## src/rtl/trs_pkg.sv

```systemverilog
package trs_pkg;

  // Default sizes for the top-level parameters
  localparam int MAX_PERIOD_DEF    = 64;
  localparam int POSITION_BITS_DEF = 32;

  // Fixed field widths
  localparam int CHAR_W      = 8;
  localparam int PERIOD_W    = 7;
  localparam int MIN_LEN_W   = 16;
  localparam int CFG_DATA_W  = 16;
  localparam int CFG_INDEX_W = 2;
  localparam int BASE_W      = 3;

  // Depth of the queue between classifier and reporter
  localparam int QUEUE_DEPTH = 2;

  // Register reset values
  localparam logic [MIN_LEN_W-1:0] MIN_LEN_RESET    = 16'd13;
  localparam logic [PERIOD_W-1:0]  MAX_PERIOD_RESET = 7'd64;

  // Register indexes on the configuration port
  typedef enum logic [CFG_INDEX_W-1:0] {
    REG_MIN_REGION_LENGTH = 2'd0,
    REG_MAX_PERIOD        = 2'd1
  } cfg_reg_t;

  // Base codes
  typedef logic [BASE_W-1:0] base_t;
  localparam base_t BASE_A = 3'd0;
  localparam base_t BASE_C = 3'd1;
  localparam base_t BASE_G = 3'd2;
  localparam base_t BASE_T = 3'd3;
  localparam base_t BASE_N = 3'd4;

  // Live configuration seen by both halves
  typedef struct packed {
    logic [MIN_LEN_W-1:0] min_region_length;
    logic [PERIOD_W-1:0]  max_period;
  } cfg_t;

  // ASCII to base code; anything that is not a nucleotide letter is N
  function automatic base_t map_base(input logic [CHAR_W-1:0] c);
    base_t b;
    unique case (c) inside
      8'h41, 8'h61:               b = BASE_A;
      8'h43, 8'h63:               b = BASE_C;
      8'h47, 8'h67:               b = BASE_G;
      8'h54, 8'h74, 8'h55, 8'h75: b = BASE_T;
      default:                    b = BASE_N;
    endcase
    return b;
  endfunction

endpackage

```

## src/rtl/trs_queue.sv

```systemverilog
module trs_queue #(
  parameter int WIDTH = 8,
  parameter int DEPTH = trs_pkg::QUEUE_DEPTH
) (
  input  logic             clk,
  input  logic             rst,
  input  logic             push,
  input  logic [WIDTH-1:0] push_data,
  output logic             full,
  input  logic             pop,
  output logic             pop_valid,
  output logic [WIDTH-1:0] pop_data
);

  localparam int PTR_W = (DEPTH > 1) ? $clog2(DEPTH) : 1;
  localparam int CNT_W = $clog2(DEPTH + 1);

  logic [WIDTH-1:0] entries [DEPTH];
  logic [PTR_W-1:0] wr_ptr;
  logic [PTR_W-1:0] rd_ptr;
  logic [CNT_W-1:0] count;
  logic             do_push;
  logic             do_pop;

  assign full      = count == CNT_W'(DEPTH);
  assign pop_valid = count != '0;
  assign pop_data  = entries[rd_ptr];
  assign do_push   = push && !full;
  assign do_pop    = pop && pop_valid;

  // Storage
  always_ff @(posedge clk) begin
    if (do_push) begin
      entries[wr_ptr] <= push_data;
    end
  end

  // Pointers and fill count
  always_ff @(posedge clk) begin
    if (rst) begin
      wr_ptr <= '0;
      rd_ptr <= '0;
      count  <= '0;
    end else begin
      if (do_push) begin
        wr_ptr <= (wr_ptr == PTR_W'(DEPTH - 1)) ? '0 : wr_ptr + 1'b1;
      end
      if (do_pop) begin
        rd_ptr <= (rd_ptr == PTR_W'(DEPTH - 1)) ? '0 : rd_ptr + 1'b1;
      end
      case ({do_push, do_pop})
        2'b10:   count <= count + 1'b1;
        2'b01:   count <= count - 1'b1;
        default: count <= count;
      endcase
    end
  end

endmodule

```

## config.mk

```make
export PLATFORM = sky130hd
export DESIGN_NAME = trs_queue
export DESIGN_NICKNAME = d
export VERILOG_FILES = /design/src/rtl/trs_pkg.sv /design/src/rtl/trs_queue.sv
export SDC_FILE = /design/constraint.sdc
export NUM_CORES = 1
export LEC_CHECK = 0
export BUFFER_PORTS_ARGS = -buffer_cell sky130_fd_sc_hd__buf_2
export CAP_MARGIN = 5
export CORE_MARGIN = 8
export CORE_UTILIZATION = 52
export DETAILED_ROUTE_END_ITERATION = 10
export PLACE_DENSITY = 0.87
export SYNTH_ARGS = -nofsm -noshare
export SYNTH_HDL_FRONTEND = slang
export SYNTH_SLANG_ARGS = --single-unit
```

## constraint.sdc

```tcl
create_clock -name clk -period 2.7 [get_ports clk]
set_input_delay 0.405 -clock clk [delete_from_list [all_inputs] [get_ports clk]]
set_output_delay 0.405 -clock clk [all_outputs]
set_load 0.01 [all_outputs]
```

* After elaboration in Yosys (flattened, before gate mapping) *
Memory sizes are Yosys's and may differ from the RTL's. A register that Yosys moved wholly into a read port is not among the register bits.
Index checks and enable logic that the tools add are counted.

storage, ports and cells
  word-level logic and storage cells = 23
  memory bits (writable) = 16
  memories = 1
  output and inout port bits = 10
  flip-flop bits (word level) = 4

cells by class
  reductions and logical operators = 5
  multiplexer cells = 7
  $add $sub $neg = 4
  equal/unequal tests = 3

memories
  memory   words  width  read ports  clocked after memory_dff  write ports  RTL line         source
  entries  2      8      1           1                         1            trs_queue.sv:18  logic [WIDTH-1:0] entries [DEPTH];

operator list
  cell                   number
  $mux W1                6
  $eq A2 B2 Y1 const B   2
  $pmux W2 S2            1
  $reduce_bool A2 Y1     2
  $add A1 B1 Y1 const B  2
  $add A2 B1 Y2 const B  1
  $eq A2 B1 Y1 const B   1
  $logic_and A1 B1 Y1    2
  $sub A2 B1 Y2 const B  1
  $logic_not A1 Y1       1

* Longest topological paths before layout *
Gate-level depths: netlist of the first run.

  depth after elaboration = 5
  mapped depth = 6
  depth with buffers taken out = 6

* Least setup slack after synthesis of the first run *
No wires, ideal clock.

  path type = register to register
  start point = register count[0]
  end point = memory entries[0][0], enable pin
  setup time = 0.324 ns
  clock period less this slack = 1.413 ns
  arrival time = 1.089 ns
  data required time = 2.376 ns
  path buffers = 0
  stages on the path, launching flop included = 5
  setup slack = 1.287 ns
  path through = dfxtp_1 > nand2b_2 > inv_2 > or3_1 > inv_1

on the way
  word-level cells in the longest chain between the ends = 5

ends and longest elaborated chain
  item                           RTL line         source
  start: declaration             trs_queue.sv:21  logic [CNT_W-1:0] count;
  start signal: assignment       trs_queue.sv:52  2'b10: count <= count + 1'b1;
  start signal: assignment       trs_queue.sv:53  2'b01: count <= count - 1'b1;
  start signal: assignment       trs_queue.sv:54  default: count <= count;
  $eq A2 B2 Y1                   trs_queue.sv:25  assign full = count == CNT_W'(DEPTH);
  via full                       trs_queue.sv:9   output logic full,
  $logic_not A1 Y1               trs_queue.sv:28  assign do_push = push && !full;
  $logic_and A1 B1 Y1            trs_queue.sv:28
  $mux W1                        trs_queue.sv:33  if (do_push) begin
  $mux W1 (implied by the code)  trs_queue.sv:34  entries[wr_ptr] <= push_data;
  end: declaration               trs_queue.sv:18

The timed path passes the listed nets, and every way through them passes these cells.

==> flow_summary.ini, run 1 <==
[yosys]
syn_nets = 64
synth.yosys.seq_area_share = 0.725
ys_types = 18
avgSynthCellArea_sq_um = 15.7
netlist_area_sq_um = 801
ys_warn_count = 0
synthCells = 51
ys_ff_latch = 21

[floorplanning]
die_y_um = 55.2
start_util = 0.544
row_count = 14
core-area_sq_um = 1470
die_x_um = 55.2
ios = 22
die_area_sq_um = 3050

[clock_tree]
root_buffer = clkbuf_4
cts_buffer_depth = 2
clock_latency_ns = 0.30
htree_levels = 1
ctsResizeCount = 0
cts_hold_buf = 0
cts_tree = done
clock_sinks = 21
post_cts_buffers = 0
clkSlewWorstSetupHoldPaths_ns = 0.10
numCtsBuffers = 3

[placed_design]
numPortBuffers = 21
place_area_sq_um = 922
gp_congestion = 0.633
hpwl_mm = 1.06

[critical_path]
crit_path_start_kind = flop
worstSetupPathType = flop to output pin
crit_fanout = 8
reg2reg_depth = 4
r2r_setup_slack_ns = 1.15
critPathArrivalTime_ns = 1.34
r2r_start = count[0]
crit_path_end_kind = output pin
reg2reg_to = entries[0][3]
worstPathRequired_ns = 2.30

[power_and_ir_drop]
p_leak_nw = 0.387
power_density_nw_per_um2 = 935
ir_drop_v = 0.000442

[drt]
wl_mm = 1.32
drt_pass1_iterations = 3
drc_errors = 0
detail_route.wl_per_cell_um = 14.5
postRouteAntennaNets = 0
drt_iter0_drc = 2
vias_per_cell = 5.08
vias = 462

[final_layout]
final_cell_mix = buf_2 (21), edfxtp_1 (16), mux2_2 (8)
syn2layout_area_growth_pct = 18.4
final_core_utilization = 0.645
final_common_cell = buf_2
diodes = 0
fin_nets = 89
final_area_sq_um = 948
drive_gt1_frac = 0.467

[sta]
tns_ns = 0
slew_headroom = 0.767
rsz0062_at_grt = no
finalHoldViolations = 0
fmax_mhz = 572
worst_slew_pin_slew_ns = 0.349
finalSetupViolations = 0
slew_violations = 0
fin_crit_ns = 1.75
period_share = 0.647
fin_skew_ns = 0.00228

[min_path]
worstHoldStart = push_data[1]
min_path_cells = 1
hold_path_class = input pin to flop
holdPathEnd = entries[1][1]

[grt]
grt_pass1_vias = 528
grt_antenna_before_repair = 0
track_usage = 0.0908
grt_start_max_net_pins = 12
grt_pass1_wl_mm = 2.22
globalRouteOverflowTotal = 0

[flow_run]
drv_cap = 0

[outcome]
status = finished, final reports clean
[cells in the mapped netlist]
library cell,instances,area (sq um)
a21oi_1,2,10.0
and3_1,1,6.26
clkbuf_1,1,3.75
dfxtp_1,5,100
edfxtp_1,16,480
ha_1,1,12.5
inv_1,2,7.51
inv_2,1,3.75
mux2_2,8,90.1
nand2_1,1,3.75
nand2b_2,1,8.76
nor2_1,3,11.3
o21a_1,1,7.51
o21ai_0,2,10.0
or2_2,1,6.26
or3_1,2,12.5
xnor2_1,2,17.5
xor2_1,1,8.76
[report_power, final]
group	leakage [nW]	total [mW]	switching, mW	internal [mW]
Combinational	0.181	0.282	0.135	0.147
Clock	0.0150	0.144	0.0862	0.0576
Sequential	0.191	0.461	0.0452	0.416
[per-stage QoR]
| step | worst slack (ns) | hold slack, ns | std cells | total power, mW |
|---|---|---|---|---|
| 3_3_place_gp | 1.19 | 0.467 | 87 | 0.746 |
| 5_1_grt | 0.874 | 0.272 | 91 | 0.949 |
| 6_report | 0.952 | 0.291 | 91 | 0.887 |
| 2_1_floorplan | 1.29 | 0.452 | 51 | 0.659 |
| 4_1_cts | 0.919 | 0.286 | 91 | 0.899 |
| 3_5_place_dp | 1.15 | 0.507 | 87 | 0.758 |
[registers in the layout (all words and copies together) (netlist names), named ones only]
signal and flops:
count 2, wr_ptr 1, entries 16, rd_ptr 1
[logic make-up (layout without fill, tap and decap cells)]
kind of cell    count (synthesis)  in the layout  synth area share
fa+ha+maj                       1              1            0.0156
flops                          21             21             0.725
mux                             8              8             0.113
simple gates                    9              9            0.0609
xor+xnor                        3              3            0.0328
compound gates                  5              5            0.0344
buf+inv                         4             28            0.0187
[metal layers]
| metal | up-vias | GRT usage | wire (um) |
|---|---|---|---|
| met4 | 0 | 0.0634 | 29 |
| met1 | 210 | 0.0913 | 540 |
| met2 | 17 | 0.146 | 644 |
| met5 | - | 0 | 0 |
| met3 | 3 | 0.0411 | 108 |
| li1 | 232 | - | - |
[worst max-delay path by stage]
stage          cells after the start  slack (ns)      from            end
2_1_floorplan                      4        1.29  count[0]  entries[0][0]
6_report                           2        0.95      flop    pop_data[6]
3_3_place_gp                       4        1.19  count[0]  entries[0][3]
4_1_cts                            2        0.92      flop    pop_data[6]
5_1_grt                            2        0.87      flop    pop_data[6]
3_5_place_dp                       4        1.15  count[0]  entries[0][3]
[worst max-delay path, cell delays in order (launching register included)]
cell and delay (ns):
dfxtp_1 0.53, mux2_2 0.38, buf_2 0.14
[final cells by class]
cell class | instances | area, sq um
flip-flops and latches | 21 | 581
inverters | 3 | 11.3
well taps | 16 | 20.0
multi-input cells | 26 | 205
fillers | 115 | 523
clock buffers | 4 | 26.3
repair buffers | 21 | 105
Power figures use the tool's default switching activity.
==> run 2, diff against run 1 <==
Settings changed: CORE_UTILIZATION 52 to 49, PLACE_DENSITY 0.87 to 0.83.
Clock period 2.7 ns to 1.65 ns, I/O delays scaled along.
==> run 2 against run 1 <==
Against the previous run: global-route usage shrank 1.2 points; final area is the same; first-iteration DRC count grew to 3.5 times the previous value; total power grew 63%; critical endpoint is now pop_data[3].
==> flow_summary.ini, run 2 (synthesized netlist as in run 1, its figures left out) <==
[clock_tree]
clock_latency_ns = 0.28
ctsResizeCount = 0
clkSlewWorstSetupHoldPaths_ns = 0.10
cts_buffer_depth = 2
clock_sinks = 21
root_buffer = clkbuf_4
post_cts_buffers = 0
cts_tree = done
htree_levels = 1
numCtsBuffers = 3
cts_hold_buf = 0

[placed_design]
numPortBuffers = 21
hpwl_mm = 1.04
detailedPlace.worstSlack_ns = 0.0981
place_area_sq_um = 922
gp_congestion = 0.637

[min_path]
holdPathEnd = entries[0][0]
worstHoldStart = push_data[0]
min_path_cells = 1
hold_path_class = input pin to flop

[power_and_ir_drop]
ir_drop_v = 0.000794
p_switching_mw = 0.429
pwr-share-seq = 0.522
switching_share = 0.297
comb_power_share = 0.320
power_density_nw_per_um2 = 1520
intPower_mw = 1.01
clockPowerShare = 0.158
p_leak_nw = 0.387

[sta]
fin_hold_ws_ns = 0.148
finalHoldViolations = 0
worst_slew_pin_slew_ns = 0.363
slew_violations = 0
rsz0062_at_grt = no
fmax_mhz = 633
tns_ns = 0
fin_skew_ns = 0.00126
period_share = 0.957
finalSetupViolations = 0
fin_ws_ns = 0.0706
fin_crit_ns = 1.58
slew_headroom = 0.758

[critical_path]
reg2reg_to = entries[0][3]
crit_path_end_kind = output pin
reg2reg_depth = 4
crit_fanout = 8
crit_path_start_kind = flop
r2r_start = count[0]
worstPathRequired_ns = 1.40
critPathArrivalTime_ns = 1.33
r2r_setup_slack_ns = 0.11
worstSetupPathType = flop to output pin

[grt]
grt_pass1_wl_mm = 2.04
grt_antenna_before_repair = 0
globalRouteOverflowTotal = 0
grt_pass1_vias = 527
grt_start_max_net_pins = 12
track_usage = 0.0785

[drt]
drt_iter0_drc = 7
drc_errors = 0
wl_mm = 1.30
drt_pass1_iterations = 4
detail_route.wl_per_cell_um = 14.2
postRouteAntennaNets = 0
vias_per_cell = 5.14
vias = 468

[final_layout]
final_common_cell = buf_2
syn2layout_area_growth_pct = 18.4
final_core_utilization = 0.622
top_register = entries
top_regs = entries (16), count (2)
diodes = 0
largest_reg_flops = 16
fin_nets = 89
final_area_sq_um = 948
final_cell_mix = buf_2 (21), edfxtp_1 (16), mux2_2 (8)
drive_gt1_frac = 0.467
nFillCells = 126

[floorplanning]
start_util = 0.525
ios = 22
die_y_um = 56.4
die_area_sq_um = 3180
row_count = 14
core-area_sq_um = 1520
die_x_um = 56.4

[outcome]
status = finished, final reports clean

[flow_run]
drv_cap = 0
[run 2: cell counts in the layout (fill, tap and decap cells not counted)]
Identical to the previous run, type by type.
[run 2: final cells by class]
cell class | count | area, sq um | area share
Clock buffer | 4 | 26.3 | 0.0277
Sequential cell | 21 | 581 | 0.612
Inverter | 3 | 11.3 | 0.0119
Tap cell | 16 | 20.0 | 0.0211
Timing Repair Buffer | 21 | 105 | 0.111
Multi-Input combinational cell | 26 | 205 | 0.216
[run 2: power groups by stage]
stage	Sequential [mW]	Combinational, mW	Clock (mW)
floorplan	0.729	0.349	0
global placement	0.763	0.456	0
detailed placement	0.771	0.471	0
CTS	0.758	0.476	0.233
global route	0.767	0.516	0.255
finish	0.753	0.461	0.229
[run 2: how the worst max path moves through the flow]
stage             start            end  slack, ns
6_report           flop    pop_data[3]       0.07
5_1_grt        count[0]  entries[0][6]      0.009
4_1_cts            flop    pop_data[3]       0.04
3_5_place_dp   count[0]  entries[0][4]        0.1
3_3_place_gp   count[0]  entries[0][4]       0.19
2_1_floorplan  count[0]  entries[0][0]       0.24
[run 2: worst max-delay path, cell delays in order, from the launching register on]
cell     delay, ns
dfxtp_1       0.53
mux2_2        0.38
buf_2         0.14
[run 2: through the flow]
stage	std cells	power (mW)
after detailed placement	87	1.24
after global routing	91	1.54
after CTS	91	1.47
after floorplan	51	1.08
final	91	1.44
after global placement	87	1.22
[run 2: metal layers]
metal,wire (um),track usage,vias to the layer above
li1,-,-,231
met1,504,0.0656,222
met2,686,0.155,15
met3,104,0.0382,0
met4,0,0.0206,0
met5,0,0,-
==> run 3, diff against run 2 <==
Settings changed: CELL_PAD_IN_SITES_DETAIL_PLACEMENT set to 1, CELL_PAD_IN_SITES_GLOBAL_PLACEMENT set to 1, CORE_ASPECT_RATIO set to 1.4, CORE_UTILIZATION 49 to 42, PLACE_DENSITY 0.83 to 0.87.
Clock period 1.65 ns to 1.9 ns, I/O delays scaled along.
==> run 3 against run 2 <==
Against the previous run: count of clock-buffer cells in the layout did not move; cell count up 4.4%; global-route usage grew 1.2 points; die area increased by 12%; register-to-register slack better by 0.24 ns; routed wire length rose by 18%; sequential cell count is the same; clock skew increased by 0.0039 ns; critical path type unchanged; worst hold slack improved by 0.033 ns; critical path depth stayed put; core utilization shrank 8.6 points.
==> flow_summary.ini, run 3 (synthesized netlist as in run 1, its figures left out) <==
[outcome]
status = finished, final reports clean

[power_and_ir_drop]
power_density_nw_per_um2 = 1330
pwr-share-seq = 0.522
comb_power_share = 0.322
p_switching_mw = 0.383
switching_share = 0.303
ir_drop_v = 0.000604
p_leak_nw = 0.387
clockPowerShare = 0.156
intPower_mw = 0.882

[grt]
grt_antenna_before_repair = 0
track_usage = 0.0905
globalRouteOverflowTotal = 0
met1_usage = 0.0875
grt_pass1_wl_mm = 2.35
grt.met2_usage = 0.160
grt_pass1_vias = 506
grt_use_met3 = 0.0330
grt_start_max_net_pins = 12
grt.busiest_layer = met2

[critical_path]
crit_fanout = 8
worstSetupPathType = flop to output pin
crit_path_start_kind = flop
cp_cell_sequence = mux2_2 > buf_2
critPathArrivalTime_ns = 1.37
crit_slowest_cell = dfxtp_1
worstPathRequired_ns = 1.62
max_stage_delay_ns = 0.55
crit_path_end_kind = output pin

[floorplanning]
ios = 22
die_y_um = 67.7
start_util = 0.450
core-area_sq_um = 1780
die_x_um = 52.9
die_area_sq_um = 3580
row_count = 18

[clock_tree]
root_buffer = clkbuf_4
cts_hold_buf = 0
numCtsBuffers = 3
ctsResizeCount = 0
post_cts_buffers = 0
clkSlewWorstSetupHoldPaths_ns = 0.10
htree_levels = 1
clock_latency_ns = 0.29
clock_sinks = 21
cts_tree = done
cts_buffer_depth = 2

[final_layout]
syn2layout_area_growth_pct = 19.1
final_common_cell = buf_2
fin_nets = 89
drive_gt1_frac = 0.467
top_register = entries
final_area_sq_um = 953
nFillCells = 195
final_cell_mix = buf_2 (21), edfxtp_1 (16), mux2_2 (8)
largest_reg_flops = 16
diodes = 0
top_regs = entries (16), count (2)

[sta]
rsz0062_at_grt = no
period_share = 0.869
fin_crit_ns = 1.65
finalSetupViolations = 0
fin_skew_ns = 0.00519
worst_slew_pin_slew_ns = 0.386
tns_ns = 0
slew_violations = 0
slew_headroom = 0.743
fmax_mhz = 606
finalHoldViolations = 0

[placed_design]
numPortBuffers = 21
place_area_sq_um = 927
hpwl_mm = 1.22
gp_congestion = 0.625

[drt]
detail_route.wl_per_cell_um = 16.0
vias = 462
postRouteAntennaNets = 0
drc_errors = 0
vias_per_cell = 4.86
drt_pass1_iterations = 2
wl_mm = 1.52
drt_iter0_drc = 7

[min_path]
hold_path_class = input pin to flop

[flow_run]
drv_cap = 0
[run 3: power by group through the flow]
stage | combinational [mW] | sequential (mW) | clock [mW]
after global placement | 0.398 | 0.663 | 0
after detailed placement | 0.413 | 0.673 | 0
after floorplan | 0.303 | 0.633 | 0
after CTS | 0.418 | 0.663 | 0.206
after global routing | 0.456 | 0.676 | 0.229
final | 0.407 | 0.660 | 0.198
[run 3: layout make-up]
cell class | count | area [sq um] | share of cell area
Inverter | 3 | 11.3 | 0.0118
Sequential cell | 21 | 581 | 0.609
Tap cell | 20 | 25.0 | 0.0262
Timing Repair Buffer | 21 | 105 | 0.110
Multi-Input combinational cell | 26 | 205 | 0.215
Clock buffer | 4 | 26.3 | 0.0276
[run 3: layer usage]
metal  vias up  share of wire
li1        231              -
met2        14           0.53
met5         -              0
met1       215           0.38
met3         2          0.087
met4         0         0.0079
[run 3: critical path: cells and delay by family, from the launching register on]
family                 cells  cell delay [ns]
flip-flops                 1             0.55
buffers and inverters      1             0.14
multiplexers               1             0.39
[run 3: final timing paths]
kind	startpoint	endpoint	slack (ns)	depth (start not counted)
min reg2reg	wr_ptr	wr_ptr	0.51	2
max	flop	pop_data[1]	0.25	2
min	push_data[7]	entries[1][7]	0.18	1
max reg2reg	count[0]	entries[0][5]	0.35	4
[run 3: per-stage QoR]
stage	instances	hold WS (ns)	total power, mW	utilization	worst slack (ns)
floorplan	51	0.354	0.936	-	0.487
global placement	91	0.475	1.06	0.521	0.431
detailed placement	91	0.478	1.09	0.521	0.376
CTS	95	0.170	1.29	0.536	0.219
global route	95	0.156	1.36	0.536	0.148
finish	95	0.181	1.27	0.536	0.250
