[config.mk]
export PLATFORM = sky130hd
export DESIGN_NAME = trs_front
export DESIGN_NICKNAME = d
export VERILOG_FILES = /design/src/rtl/trs_pkg.sv /design/src/rtl/trs_front.sv
export SDC_FILE = /design/constraint.sdc
export NUM_CORES = 1
export LEC_CHECK = 0
export ABC_AREA = 1
export BUFFER_PORTS_ARGS = -buffer_cell sky130_fd_sc_hd__buf_2
export CAP_MARGIN = 20
export CORE_MARGIN = 4
export CORE_UTILIZATION = 35
export DETAILED_ROUTE_END_ITERATION = 8
export SYNTH_ARGS = -nofsm -noshare
export SYNTH_HDL_FRONTEND = slang
export SYNTH_SLANG_ARGS = --single-unit
[constraint.sdc]
create_clock -name clk -period 3.7 [get_ports clk]
set_input_delay 0.185 -clock clk [delete_from_list [all_inputs] [get_ports clk]]
set_output_delay 0.185 -clock clk [all_outputs]
set_load 0.02 [all_outputs]
[src/rtl/trs_pkg.sv]
package trs_pkg;

  // Default sizes for the top-level parameters
  localparam int MAX_PERIOD_DEF    = 64;
  localparam int POSITION_BITS_DEF = 32;

  // Fixed field widths
  localparam int CHAR_W      = 8;
  localparam int PERIOD_W    = 7;
  localparam int MIN_LEN_W   = 16;
  localparam int CFG_DATA_W  = 16;
  localparam int CFG_INDEX_W = 2;
  localparam int BASE_W      = 3;

  // Depth of the queue between classifier and reporter
  localparam int QUEUE_DEPTH = 2;

  // Register reset values
  localparam logic [MIN_LEN_W-1:0] MIN_LEN_RESET    = 16'd13;
  localparam logic [PERIOD_W-1:0]  MAX_PERIOD_RESET = 7'd64;

  // Register indexes on the configuration port
  typedef enum logic [CFG_INDEX_W-1:0] {
    REG_MIN_REGION_LENGTH = 2'd0,
    REG_MAX_PERIOD        = 2'd1
  } cfg_reg_t;

  // Base codes
  typedef logic [BASE_W-1:0] base_t;
  localparam base_t BASE_A = 3'd0;
  localparam base_t BASE_C = 3'd1;
  localparam base_t BASE_G = 3'd2;
  localparam base_t BASE_T = 3'd3;
  localparam base_t BASE_N = 3'd4;

  // Live configuration seen by both halves
  typedef struct packed {
    logic [MIN_LEN_W-1:0] min_region_length;
    logic [PERIOD_W-1:0]  max_period;
  } cfg_t;

  // ASCII to base code; anything that is not a nucleotide letter is N
  function automatic base_t map_base(input logic [CHAR_W-1:0] c);
    base_t b;
    unique case (c) inside
      8'h41, 8'h61:               b = BASE_A;
      8'h43, 8'h63:               b = BASE_C;
      8'h47, 8'h67:               b = BASE_G;
      8'h54, 8'h74, 8'h55, 8'h75: b = BASE_T;
      default:                    b = BASE_N;
    endcase
    return b;
  endfunction

endpackage

[src/rtl/trs_front.sv]
module trs_front #(
  parameter int MAX_PERIOD    = trs_pkg::MAX_PERIOD_DEF,
  parameter int POSITION_BITS = trs_pkg::POSITION_BITS_DEF,
  parameter int ITEM_W        = 3 * MAX_PERIOD + POSITION_BITS + 1
) (
  input  logic                        clk,
  input  logic                        rst,
  input  trs_pkg::cfg_t               cfg,
  input  logic                        seq_valid,
  output logic                        seq_stall,
  input  logic [trs_pkg::CHAR_W-1:0]  char_code,
  input  logic                        end_of_sequence,
  output logic                        item_valid,
  output logic [ITEM_W-1:0]           item_data,
  input  logic                        item_full
);

  trs_pkg::base_t                   base;
  trs_pkg::base_t                   history [MAX_PERIOD];
  logic [POSITION_BITS-1:0]         position;
  logic [POSITION_BITS-1:0]         position_next;
  logic [trs_pkg::PERIOD_W-1:0]     limit;
  logic [MAX_PERIOD-1:0]            match_vec;
  logic [MAX_PERIOD-1:0]            cmp_vec;
  logic [MAX_PERIOD-1:0]            act_vec;
  logic                             accept;

  assign base       = trs_pkg::map_base(char_code);
  assign accept     = seq_valid && !item_full;
  assign seq_stall  = item_full;
  assign item_valid = seq_valid;

  // Clamp the period limit to what the history holds
  assign limit = (cfg.max_period > trs_pkg::PERIOD_W'(MAX_PERIOD)) ?
                 trs_pkg::PERIOD_W'(MAX_PERIOD) : cfg.max_period;

  // Per-period classification: in range, comparable, matching
  always_comb begin
    for (int j = 0; j < MAX_PERIOD; j++) begin
      act_vec[j]   = trs_pkg::PERIOD_W'(j + 1) <= limit;
      cmp_vec[j]   = act_vec[j] && (position >= POSITION_BITS'(j + 1));
      match_vec[j] = (base != trs_pkg::BASE_N) && (history[j] == base);
    end
  end

  assign item_data = {match_vec, cmp_vec, act_vec, position, end_of_sequence};

  // Base history shift line, newest at tap 0
  always_ff @(posedge clk) begin
    if (accept) begin
      history[0] <= base;
      for (int j = 1; j < MAX_PERIOD; j++) begin
        history[j] <= history[j-1];
      end
    end
  end

  // Position counter, restarts after end of sequence
  assign position_next = end_of_sequence ? '0 : position + 1'b1;

  always_ff @(posedge clk) begin
    if (rst) begin
      position <= '0;
    end else if (accept) begin
      position <= position_next;
    end
  end

endmodule

# Yosys cells after proc, flatten, opt, wreduce, memory -nomap -nowiden
# Memories as Yosys holds them, arrays and structs flattened.
# Index checks and enable logic that the tools add are counted.
word_totals:
  mem_bits_rw: 192
  memories: 1
  inputBits: 36
  reg_bits: 32
classes:
  n_addsub: 1
  n_lt_le_gt_ge: 129
  n_reduce_logical: 134
  eq_ne: 75
  mux: 5
mem_list:
  columns: ["memory", "depth", "width", "rd", "rd_ports_with_merged_regs", "write_ports", "line_no", "rtl"]
  rows:
  - ["history", 64, 3, 64, 0, 64, "trs_front.sv:19", "trs_pkg::base_t history [MAX_PERIOD];"]
op_table:
  columns: ["op", "n"]
  rows:
  - ["32-bit by 6-bit greater-or-equal comparator with 1-bit output (second input constant)", 32]
  - ["32-bit by 5-bit greater-or-equal comparator with 1-bit output (second input constant)", 16]
  - ["32-bit by 4-bit greater-or-equal comparator with 1-bit output (second input constant)", 8]
  - ["6-bit by 7-bit <= comparator with 1-bit output (first input constant)", 32]
  - ["3-bit equality test", 64]
  - ["1-bit logical AND", 129]
  - ["32-bit by 3-bit greater-or-equal comparator with 1-bit output (second input constant)", 4]
  - ["5-bit by 7-bit <= comparator with 1-bit output (first input constant)", 16]
  - ["8-bit by 7-bit equality test with 1-bit output (second input constant)", 10]
  - ["32-bit by 2-bit greater-or-equal comparator with 1-bit output (second input constant)", 2]
  - ["4-bit by 7-bit <= comparator with 1-bit output (first input constant)", 8]
  - ["32-bit by 1-bit adder with 32-bit output (second input constant)", 1]
  - ["32-bit by 1-bit greater-or-equal comparator with 1-bit output (second input constant)", 1]
  - ["32-bit by 7-bit greater-or-equal comparator with 1-bit output (second input constant)", 1]
  - ["32-bit two-way mux", 1]
  - ["3-bit by 7-bit <= comparator with 1-bit output (first input constant)", 4]
  - ["2-bit by 7-bit <= comparator with 1-bit output (first input constant)", 2]
  - ["3-bit case mux with 4 select lines", 1]
  - ["7-bit > comparator (second input constant)", 1]
  - ["1-bit by 7-bit <= comparator with 1-bit output (first input constant)", 1]
  - ["7-bit <= comparator (first input constant)", 1]
  - ["7-bit two-way mux", 1]
  - ["2-bit OR reduction", 3]
  - ["4-bit OR reduction", 1]
  - ["3 further kinds", 4]

# Logic depth before layout (Yosys ltp)
# Gate-level depths: netlist of the first run.
depth:
  depth_word: 5
  depth_mapped: 11
  mapped_depth_nobuf: 11

# Worst setup path after synthesis of the first run
# Ideal clock, no wire load.
synth_timing:
  path_kind: "in2reg"
  startpoint: "in seq_valid"
  endpoint: "reg position[25]"
  path_buffers: 1
  slack_ps: 1047
  setup_ps: 113
  t_arrival_ps: 2540
  cell_stages: 8
  t_required_ps: 3587
  cell_sequence: "inv_1 > nor2_2 > buf_4 > nand2_1 > nor2_1 > nand3_1 > nor2_1 > nor2_1"
synth_via:
  elab_chain_cells: 1
synth_lines:
  columns: ["element", "line_no", "rtl"]
  rows:
  - ["start: declaration", "trs_front.sv:9", "input logic seq_valid,"]
  - ["1-bit logical AND", "trs_front.sv:29", "assign accept = seq_valid && !item_full;"]
  - ["named net accept", "trs_front.sv:26", "logic accept;"]
  - ["end signal: assignment", "trs_front.sv:65", "position <= position_next;"]
  - ["end: declaration", "trs_front.sv:20", "logic [POSITION_BITS-1:0] position;"]
# The timed path passes the listed nets, and every way through them passes these cells.
# A chain may end at the register's enable or synchronous reset.

# Worst setup path after layout of the first run
layout_timing:
  startpoint: "reg position[4]"
  endpoint: "out item_data[97]"
layout_via:
  elab_chain_cells: 2
layout_lines:
  columns: ["element", "line_no", "rtl"]
  rows:
  - ["32-bit by 1-bit greater-or-equal comparator with 1-bit output", "trs_front.sv:41", "cmp_vec[j] = act_vec[j] && (position >= POSITION_BITS'(j + 1));"]
  - ["1-bit logical AND", "trs_front.sv:41", null]
  - ["end: declaration", "trs_front.sv:14", "output logic [ITEM_W-1:0] item_data,"]
# No other way between the ends.

==> metrics.txt, run 1 <==
synth top area cells edfxtp_1 48%, nand3_1 6.4%, nand2_1 6.4%; critical-path cell list inv_1, nand3_1, nor2_1, nand2_2, inv_1, a21oi_1, buf_2; CP Capture Type primary output; endpoints failing setup 0; FF+latch area about 6400 µm²; Synthesis Warnings 0; worst skew pair latency 0.52 ns; CP startpoint position[4]; layout cell share with drive strength beyond 1 0.222; post-synth cell types 39; EDFF count, synth between 150 and 200; Critical Path Max Stage Delay 0.74 ns; max_cap viols 0; Worst Setup Path Type flip-flop to primary output; WL/cell roughly 19 µm; Clk pin slew, worst setup/hold paths ~0.060 ns; Final ANT Viol Nets 0; clock sinks approximately 220; Die Wd approximately 190 µm; Period minus WS final slightly above 3 ns; Synth Net Count 1,406; worst-case clock buffer depth 3; post_cts resized 0; drt drc 0; # IOs roughly 260; slew margin rel. 0.302; row count 67; vias in the first global route about 10,000; Leakage roughly 6.4 nW; Worst R2R Start position[4]; CTS tree yes; DIE AREA between 30,000 and 40,000 µm²; Fillers approximately 3,400; Final Cycle Share 0.817; Yosys top cell area share 0.475; number of synthesized register bits between 200 and 250; worst-margin pin slew between 1 and 1.5 ns; clk_skew approximately 0.010 ns; slowest stage cell, crit path dfxtp_1; register area share after synthesis 0.528; setup TNS 0 ns; Critical R2R Capture position[23]; Post-CTS Setup Bufs 0; first-pass GRT wire length approximately 60,000 µm; crit-path max FO 11; First DRT Iteration DRCs 742; multi-input logic area ~4600 µm²; final wirelength slightly below 40,000 µm; Global Route Usage Sum 0.200; crit path DAT between 2 and 3 ns; final hold vios 0; WP buf/inv 3; max frequency 331 MHz; RSZ-0062 raised after global routing false; dpl ws 1.26 ns; setup ws final 0.677 ns; CP required 3.51 ns; hold buffers post-CTS 0; Startpoint Class flip-flop; main flop type after synthesis edfxtp_1; CP most frequent cell inv_1; status finished, final reports clean; worst setup path end item_data[97]; Levels on crit path 7; clock root buffer master clkbuf_16; synthesized area roughly 12,000 µm²; TritonCTS Buffers 26; cell area power density 399 nW/µm²; Final Util 0.430; largest net degree at the start of global routing 194; total gr overflow 0; Final GP Congestion 0.956; die height 194 µm; initial antenna violation count 2; core area 33,900 µm²; Worst Hold Class primary input to flip-flop; NumNets Final 1,632; Final Non-Filler Cells approximately 2,100; r2r worst-path depth 8; detailed placement HPWL between 20,000 and 30,000 µm; CP top delay family flip-flops; Initial Util 0.358; vias between 10,000 and 15,000; placed insts roughly 2,000; Syn-to-layout area delta 19.9%; post-synth top area cell edfxtp_1; Peak supply drop 0.321 mV; WHS between 0.05 and 0.06 ns; Slew Limit Fails 0; drt via density ~5.1; Gate Count Post-Synth ~1,400; ys async rst share 0; reg2reg setup slack between 1.5 and 2 ns; port bufs 245; H-tree depth 1; First-pass DRT Iterations 5; Synth Area per Inst a little under 9 µm²
## stage by stage
step	area (µm²)	power, mW
global route	14500	6.04
global placement	13700	3.39
floorplan	12100	3.21
detailed placement	13700	3.39
CTS	14500	5.88
finish	14500	5.80
## cells in the mapped netlist (10+ instances only)
| master | n |
|---|---|
| a21oi_1 | 63 |
| buf_2 | 20 |
| buf_4 | 16 |
| dfxtp_1 | 32 |
| edfxtp_1 | 192 |
| inv_1 | 197 |
| nand2_1 | 208 |
| nand2_2 | 11 |
| nand3_1 | 156 |
| nand3b_1 | 65 |
| nand4_1 | 17 |
| nor2_1 | 169 |
| nor2_2 | 12 |
| nor2_4 | 12 |
| nor3_1 | 16 |
| o21ai_0 | 38 |
| o21ai_1 | 10 |
| xor2_1 | 64 |
## worst min path at each step
stage / startpoint / end / slack [ns] / depth (start not counted)
after CTS: item_full / position[0] / 0.02 / 4
after detailed placement: history[0][83] / history[0][86] / 0.43 / 0
after floorplan: history[0][8] / history[0][11] / 0.42 / 0
final: item_full / position[0] / 0.05 / 4
after global placement: history[0][5] / history[0][8] / 0.42 / 0
after global routing: item_full / position[3] / 0.08 / 4
## flip-flops by register name, summed over array words and instances, names as in the netlist
register,count
position,32
history,192
## power by group
| group | switching, mW | total, mW | internal, mW |
|---|---|---|---|
| Clock | 1.03 | 2.46 | 1.44 |
| Combinational | 0.341 | 0.458 | 0.117 |
| Sequential | 0.0450 | 2.88 | 2.83 |
| Total | 1.41 | 5.80 | 4.38 |
## layer usage
| layer | global-route usage | part of all wire |
|---|---|---|
| met5 | 0 | 0.00054 |
| met4 | 0.0682 | 0.038 |
| met3 | 0.0414 | 0.078 |
| met2 | 0.324 | 0.45 |
| met1 | 0.269 | 0.43 |
## cell families (layout without fill, tap and decap cells)
| group | after synthesis | count (layout) | share of synthesized area |
|---|---|---|---|
| and+or+nand+nor | 675 | 675 | 0.267 |
| buffers and inverters | 261 | 506 | 0.0919 |
| DFF | 224 | 224 | 0.528 |
| AOI/OAI and AO/OA | 138 | 138 | 0.0625 |
| xor gates and xnor gates | 64 | 64 | 0.0462 |
| adders and majority gates | 4 | 4 | 0.00413 |
| other | 0 | 1 | 0 |
## placed cells by master, fill, tap and decap left out, types with 2 or more instances in the layout
cell and count:
clkbuf_8 2, nor2_1 168, nand3_2 3, nor2_2 11
clkinvlp_4 3, a21oi_1 63, a31oi_1 7, buf_2 245
nand3b_1 65, nand3_1 155, nand4_1 17, clkbuf_16 27
nand2_4 3, dfxtp_1 32, nor3_4 2, buf_12 3
a21boi_1 4, ha_1 4, inv_2 5, nor2_4 14
o21ai_0 38, o21a_1 2, nor3_1 16, a21boi_0 5
inv_1 197, inv_6 2, edfxtp_1 192, xor2_1 64
nand2_2 12, clkinv_1 4, buf_4 7, o21ai_1 10
clkinv_2 9, a21oi_2 2, o21ai_2 5, nand2_1 206
## layout make-up
| class | count | area share |
|---|---|---|
| Antenna cell | 1 | 0.000172 |
| Clock inverter | 17 | 0.00808 |
| Multi-Input combinational cell | 881 | 0.319 |
| Timing Repair Buffer | 255 | 0.0920 |
| Inverter | 204 | 0.0530 |
| Tap cell | 448 | 0.0385 |
| Sequential cell | 224 | 0.440 |
| Clock buffer | 30 | 0.0486 |
## worst register-to-register path: stages (launching register included)
cell and delay [ns]:
dfxtp_1 0.74, nand2_1 0.30, nor2_2 0.30, nand3_2 0.16
nor2_4 0.23, nand2_1 0.13, nand2_1 0.08, nand2_1 0.04
nor2_1 0.09
No activity file was read; power rests on OpenSTA's default activity.
==> run 2: changes to the inputs <==
Clock period 3.7 ns to 2.6 ns, I/O delays scaled along.
==> metrics.txt, run 2 (synthesis gave the netlist of run 1 again) <==
total power 8.23 mW (+42%); core area 33,900 µm² (unchanged); most frequent cells in the layout 245 x buf_2, 205 x nand2_1, 195 x inv_1, 192 x edfxtp_1, 168 x nor2_1; first-pass GRT wire length 61,700 µm (+1.4%); Syn-to-layout area delta 22.1%; Clk pin slew, worst setup/hold paths 0.06 ns (about the same); Final Cycle Share 0.983; reg2reg setup slack 0.66 ns (-0.91 ns); TritonCTS Buffers 26 (unchanged); hold_sp seq_valid; First DRT Iteration DRCs 716 (-3.5%); final wirelength 39,900 µm (+2.2%); CP required 2.47 ns (-1.04 ns); vias in the first global route 10,400 (+1.2%); clock sinks 224 (unchanged); Worst Hold Class primary input to flip-flop; crit path DAT 2.43 ns (-0.41 ns); Peak supply drop 0.445 mV (+39%); detailed placement HPWL 28,900 µm (+4.9%); Worst R2R Start position[0]; Period minus WS final ~2.6 ns; endpoints failing setup 0 (unchanged); max frequency around 390 MHz; Largest regs history: 192 flops, position: 32 flops; critical-path cell list inv_1, nand4_1, nor2_1, nand2_1, inv_2, nand2_2, clkinvlp_4, a21oi_1, buf_2; largest net degree at the start of global routing 67 (-65%); initial antenna violation count 0 (-2); area post-placement 14,000 µm² (+1.8%); Initial Util 0.358 (unchanged); cell area power density 555 nW/µm² (+39%); Final ANT Viol Nets 0 (unchanged); worst skew pair latency 0.52 ns (about the same); slowest stage cell, crit path dfxtp_1; Leakage 6.55 nW (+2.1%); status finished, final reports clean; CTS tree yes; DIE AREA 37,700 µm² (unchanged); RSZ-0062 raised after global routing true; r2r worst-path depth 10 (+2); max reg flops 192 (unchanged); total gr overflow 0 (unchanged); Biggest register history; Fillers 3,407 (-0.99%); drt via density 5.04 (-0.95%); dpl ws 0.463 ns (-0.796 ns); NumNets Final 1,659 (+1.7%); port bufs 245 (unchanged); setup ws final 0.0433 ns (-0.634 ns); Final GP Congestion 0.958 (+0.15%); Hold Path End position[0]; H-tree depth 1 (unchanged); Startpoint Class flip-flop; Slew Limit Fails 0 (unchanged); drt drc 0 (unchanged); clock root buffer master clkbuf_16; row count 67 (unchanged); fin area 14,800 µm² (+1.9%); die height 194 µm (unchanged); Post-CTS Setup Bufs 0 (unchanged); vias 10,500 (+0.31%); clk_skew 0.00585 ns (-0.00455 ns); commonest non-fill, non-tap cell in the layout buf_2; Critical R2R Capture position[18]; WL/cell 19.1 µm (+0.90%); Hold Path Depth 5 (+1); CP Capture Type primary output; max_cap viols 0 (unchanged); CP startpoint position[29]; crit-path max FO 8 (-3); final hold vios 0 (unchanged); worst-case clock buffer depth 3 (unchanged); ant diodes 0 (-1); Global Route Usage Sum 0.203 (+0.00243); Die Wd 194 µm (unchanged); Worst Setup Path Type flip-flop to primary output; worst-margin pin slew 0.804 ns (-0.243 ns); # IOs 263 (unchanged); slew margin rel. 0.464 (+0.162); Critical Path Max Stage Delay 0.42 ns (-0.32 ns); First-pass DRT Iterations 5 (unchanged); layout cell share with drive strength beyond 1 0.233 (+0.0116)
run 2: worst max-delay path by stage:
| stage | to | slack [ns] |
|---|---|---|
| after floorplan | position[25] | 0.002 |
| after global placement | item_data[194] | 0.47 |
| after detailed placement | item_data[195] | 0.46 |
| after CTS | item_data[113] | 0.005 |
| after global routing | item_data[104] | -0.05 |
| final | item_data[104] | 0.04 |
run 2: timing repair:
action / in CTS / in global routing
endpoints found under the setup margin: 0 / 17
hold endpoints to repair: 3 / 0
hold buffers: 1 / 0
resized for setup: 0 / 10
run 2: final cells by class:
type	count	area, µm²	share of cell area
well taps	448	561	0.0378
flip-flops and latches	224	6410	0.432
clock inverters	16	140	0.00946
clock buffers	31	669	0.0452
repair buffers	282	1590	0.108
inverters	204	778	0.0525
multi-input cells	881	4670	0.315
run 2: critical path, delay by kind of cell (launching register included):
kind / cells / cell delay [ns]
simple gates: 4 / 0.49
compound gates: 1 / 0.32
buf+inv: 4 / 0.67
flops: 1 / 0.42
run 2: power by group:
part,internal (mW),switching [mW]
logic,0.184,0.498
registers,4.03,0.0607
clock network,2.03,1.43
run 2: routing by layer:
metal,wire length [µm],vias to the layer above,GRT usage
met3,2990,54,0.0448
met1,17200,5042,0.269
li1,-,5025,-
met4,1270,0,0.0677
met5,0,-,0
met2,18500,402,0.330
run 2: per-stage QoR:
step | TNS, ns | hold slack (ns) | util | cells
CTS | 0 | 0.0432 | 0.437 | 2086
global placement | 0 | 0.419 | 0.412 | 2038
finish | 0 | 0.0605 | 0.438 | 2086
floorplan | 0 | 0.364 | - | 1366
detailed placement | 0 | 0.423 | 0.412 | 2038
global route | -0.136 | 0.0712 | 0.438 | 2086
==> run 3: changes to the inputs <==
Settings changed: REMOVE_ABC_BUFFERS set to 1.
==> metrics.txt, run 3 (synthesis gave the netlist of run 1 again) <==
H-tree depth 1 (unchanged); Startpoint Class flip-flop; commonest non-fill, non-tap cell in the layout buf_2; clock root buffer master clkbuf_16; Biggest register history; Worst Hold Class primary input to flip-flop; final wirelength 40,300 µm (+0.84%); multi-input logic area 4660 µm² (-0.19%); status finished, final reports clean; setup ws final 0.0748 ns (+0.0315 ns); Fillers 3,424 (+0.50%); NumNets Final 1,665 (+0.36%); First-pass DRT Iterations 8 (+3); clock sinks 224 (unchanged); vias 10,500 (-0.048%); max_cap viols 0 (unchanged); Final GP Congestion 0.967 (+0.98%); largest net degree at the start of global routing 76 (+13%); crit-path max FO 8 (unchanged); Slew Limit Fails 0 (unchanged); die height 194 µm (unchanged); Initial Util 0.358 (unchanged); dpl ws 0.459 ns (-0.00365 ns); Global Route Usage Sum 0.204 (+0.00190); port bufs 245 (unchanged); core area 33,900 µm² (unchanged); Worst Setup Path Type flip-flop to primary output; most frequent cells in the layout 245 x buf_2, 206 x nand2_1, 196 x inv_1, 192 x edfxtp_1, 168 x nor2_1; CP most frequent cell inv_1; CTS tree yes; drt drc 0 (unchanged); Clk pin slew, worst setup/hold paths 0.06 ns (about the same); Period minus WS final 2.53 ns (-0.0315 ns); endpoints failing setup 0 (unchanged); Final Cycle Share 0.971 (-0.0121); FF+latch area 6410 µm² (about the same); ant diodes 0 (unchanged); final hold vios 0 (unchanged); Leakage 6.60 nW (+0.74%); drt via density 5.03 (-0.38%); slew margin rel. 0.465 (+0.00118); reg2reg setup slack 0.76 ns (+0.10 ns); Peak supply drop 0.397 mV (-11%); row count 67 (unchanged); CP required 2.47 ns (about the same); Worst R2R Start position[0]; setup TNS 0 ns (unchanged); CP Capture Type primary output; detailed placement HPWL 29,800 µm (+3.3%); worst skew pair latency 0.52 ns (about the same); worst setup path end item_data[98]; Die Wd 194 µm (unchanged); layout cell share with drive strength beyond 1 0.240 (+0.00691); Syn-to-layout area delta 23.0%; first-pass GRT wire length 61,700 µm (about the same); worst-margin pin slew 0.794 ns (-0.0102 ns); Largest regs history: 192 flops, position: 32 flops; Critical Path Max Stage Delay 0.40 ns (-0.02 ns); cell area power density 561 nW/µm² (+0.98%); vias in the first global route 10,500 (+0.73%); critical-path cell list inv_1, nand4_1, nor2_1, nand2_1, inv_1, nand2_2, clkinvlp_4, a21oi_2, buf_2; crit path DAT 2.40 ns (-0.03 ns); initial antenna violation count 0 (unchanged); max reg flops 192 (unchanged); r2r worst-path depth 10 (unchanged); Final ANT Viol Nets 0 (unchanged); Critical R2R Capture position[26]; CP startpoint position[23]; total gr overflow 0 (unchanged); slowest stage cell, crit path dfxtp_1; max frequency 396 MHz (+1.2%); TritonCTS Buffers 26 (unchanged); total power 8.37 mW (+1.7%); worst-case clock buffer depth 3 (unchanged); clk_skew 0.0211 ns (+0.0153 ns); RSZ-0062 raised after global routing true; # IOs 263 (unchanged); WL/cell 19.2 µm (+0.51%); DIE AREA 37,700 µm² (unchanged); First DRT Iteration DRCs 739 (+3.2%)
run 3: power by group:
part | leakage, nW | switching, mW | total (mW) | internal [mW]
Sequential | 2.06 | 0.0627 | 4.09 | 4.03
Combinational | 4.13 | 0.498 | 0.689 | 0.191
Clock | 0.410 | 1.44 | 3.59 | 2.15
run 3: how the worst min path moves through the flow:
stage	startpoint	to	cells after the start
2_1_floorplan	end_of_sequence	item_data[0]	0
3_3_place_gp	history[1][35]	history[1][38]	0
3_5_place_dp	history[0][14]	history[0][17]	0
4_1_cts	item_full	position[8]	4
5_1_grt	item_full	position[8]	4
6_report	item_full	position[8]	4
run 3: critical path, delay by kind of cell (launching register included):
family	cells	cell delay, ns
compound gates	1	0.30
buf+inv	4	0.72
simple gates	4	0.44
flops	1	0.40
run 3: layout make-up:
cell class / count / share of cell area
multi-input cells: 881 / 0.312
flip-flops and latches: 224 / 0.430
well taps: 448 / 0.0376
clock inverters: 16 / 0.0117
repair buffers: 288 / 0.112
clock buffers: 32 / 0.0451
inverters: 204 / 0.0522
run 3: what timing repair did:
item	4_1_cts	5_1_grt
hold buffers	1	0
setup buffers	0	1
resized for setup	0	10
endpoints found under the hold margin	3	0
setup endpoints to repair	0	16
run 3: per-layer routing:
layer  wire length [µm]  GRT usage
met5                  0          0
met4               1270     0.0596
met3               3450     0.0577
met2              18800      0.343
met1              16800      0.259
run 3: stage by stage:
stage	hold WS [ns]	util	area, µm²	cells
global route	0.0629	0.441	14900	2093
global placement	0.420	0.414	14000	2043
CTS	0.0403	0.440	14900	2092
detailed placement	0.425	0.414	14000	2043
floorplan	0.260	-	11800	1309
finish	0.0588	0.441	14900	2093
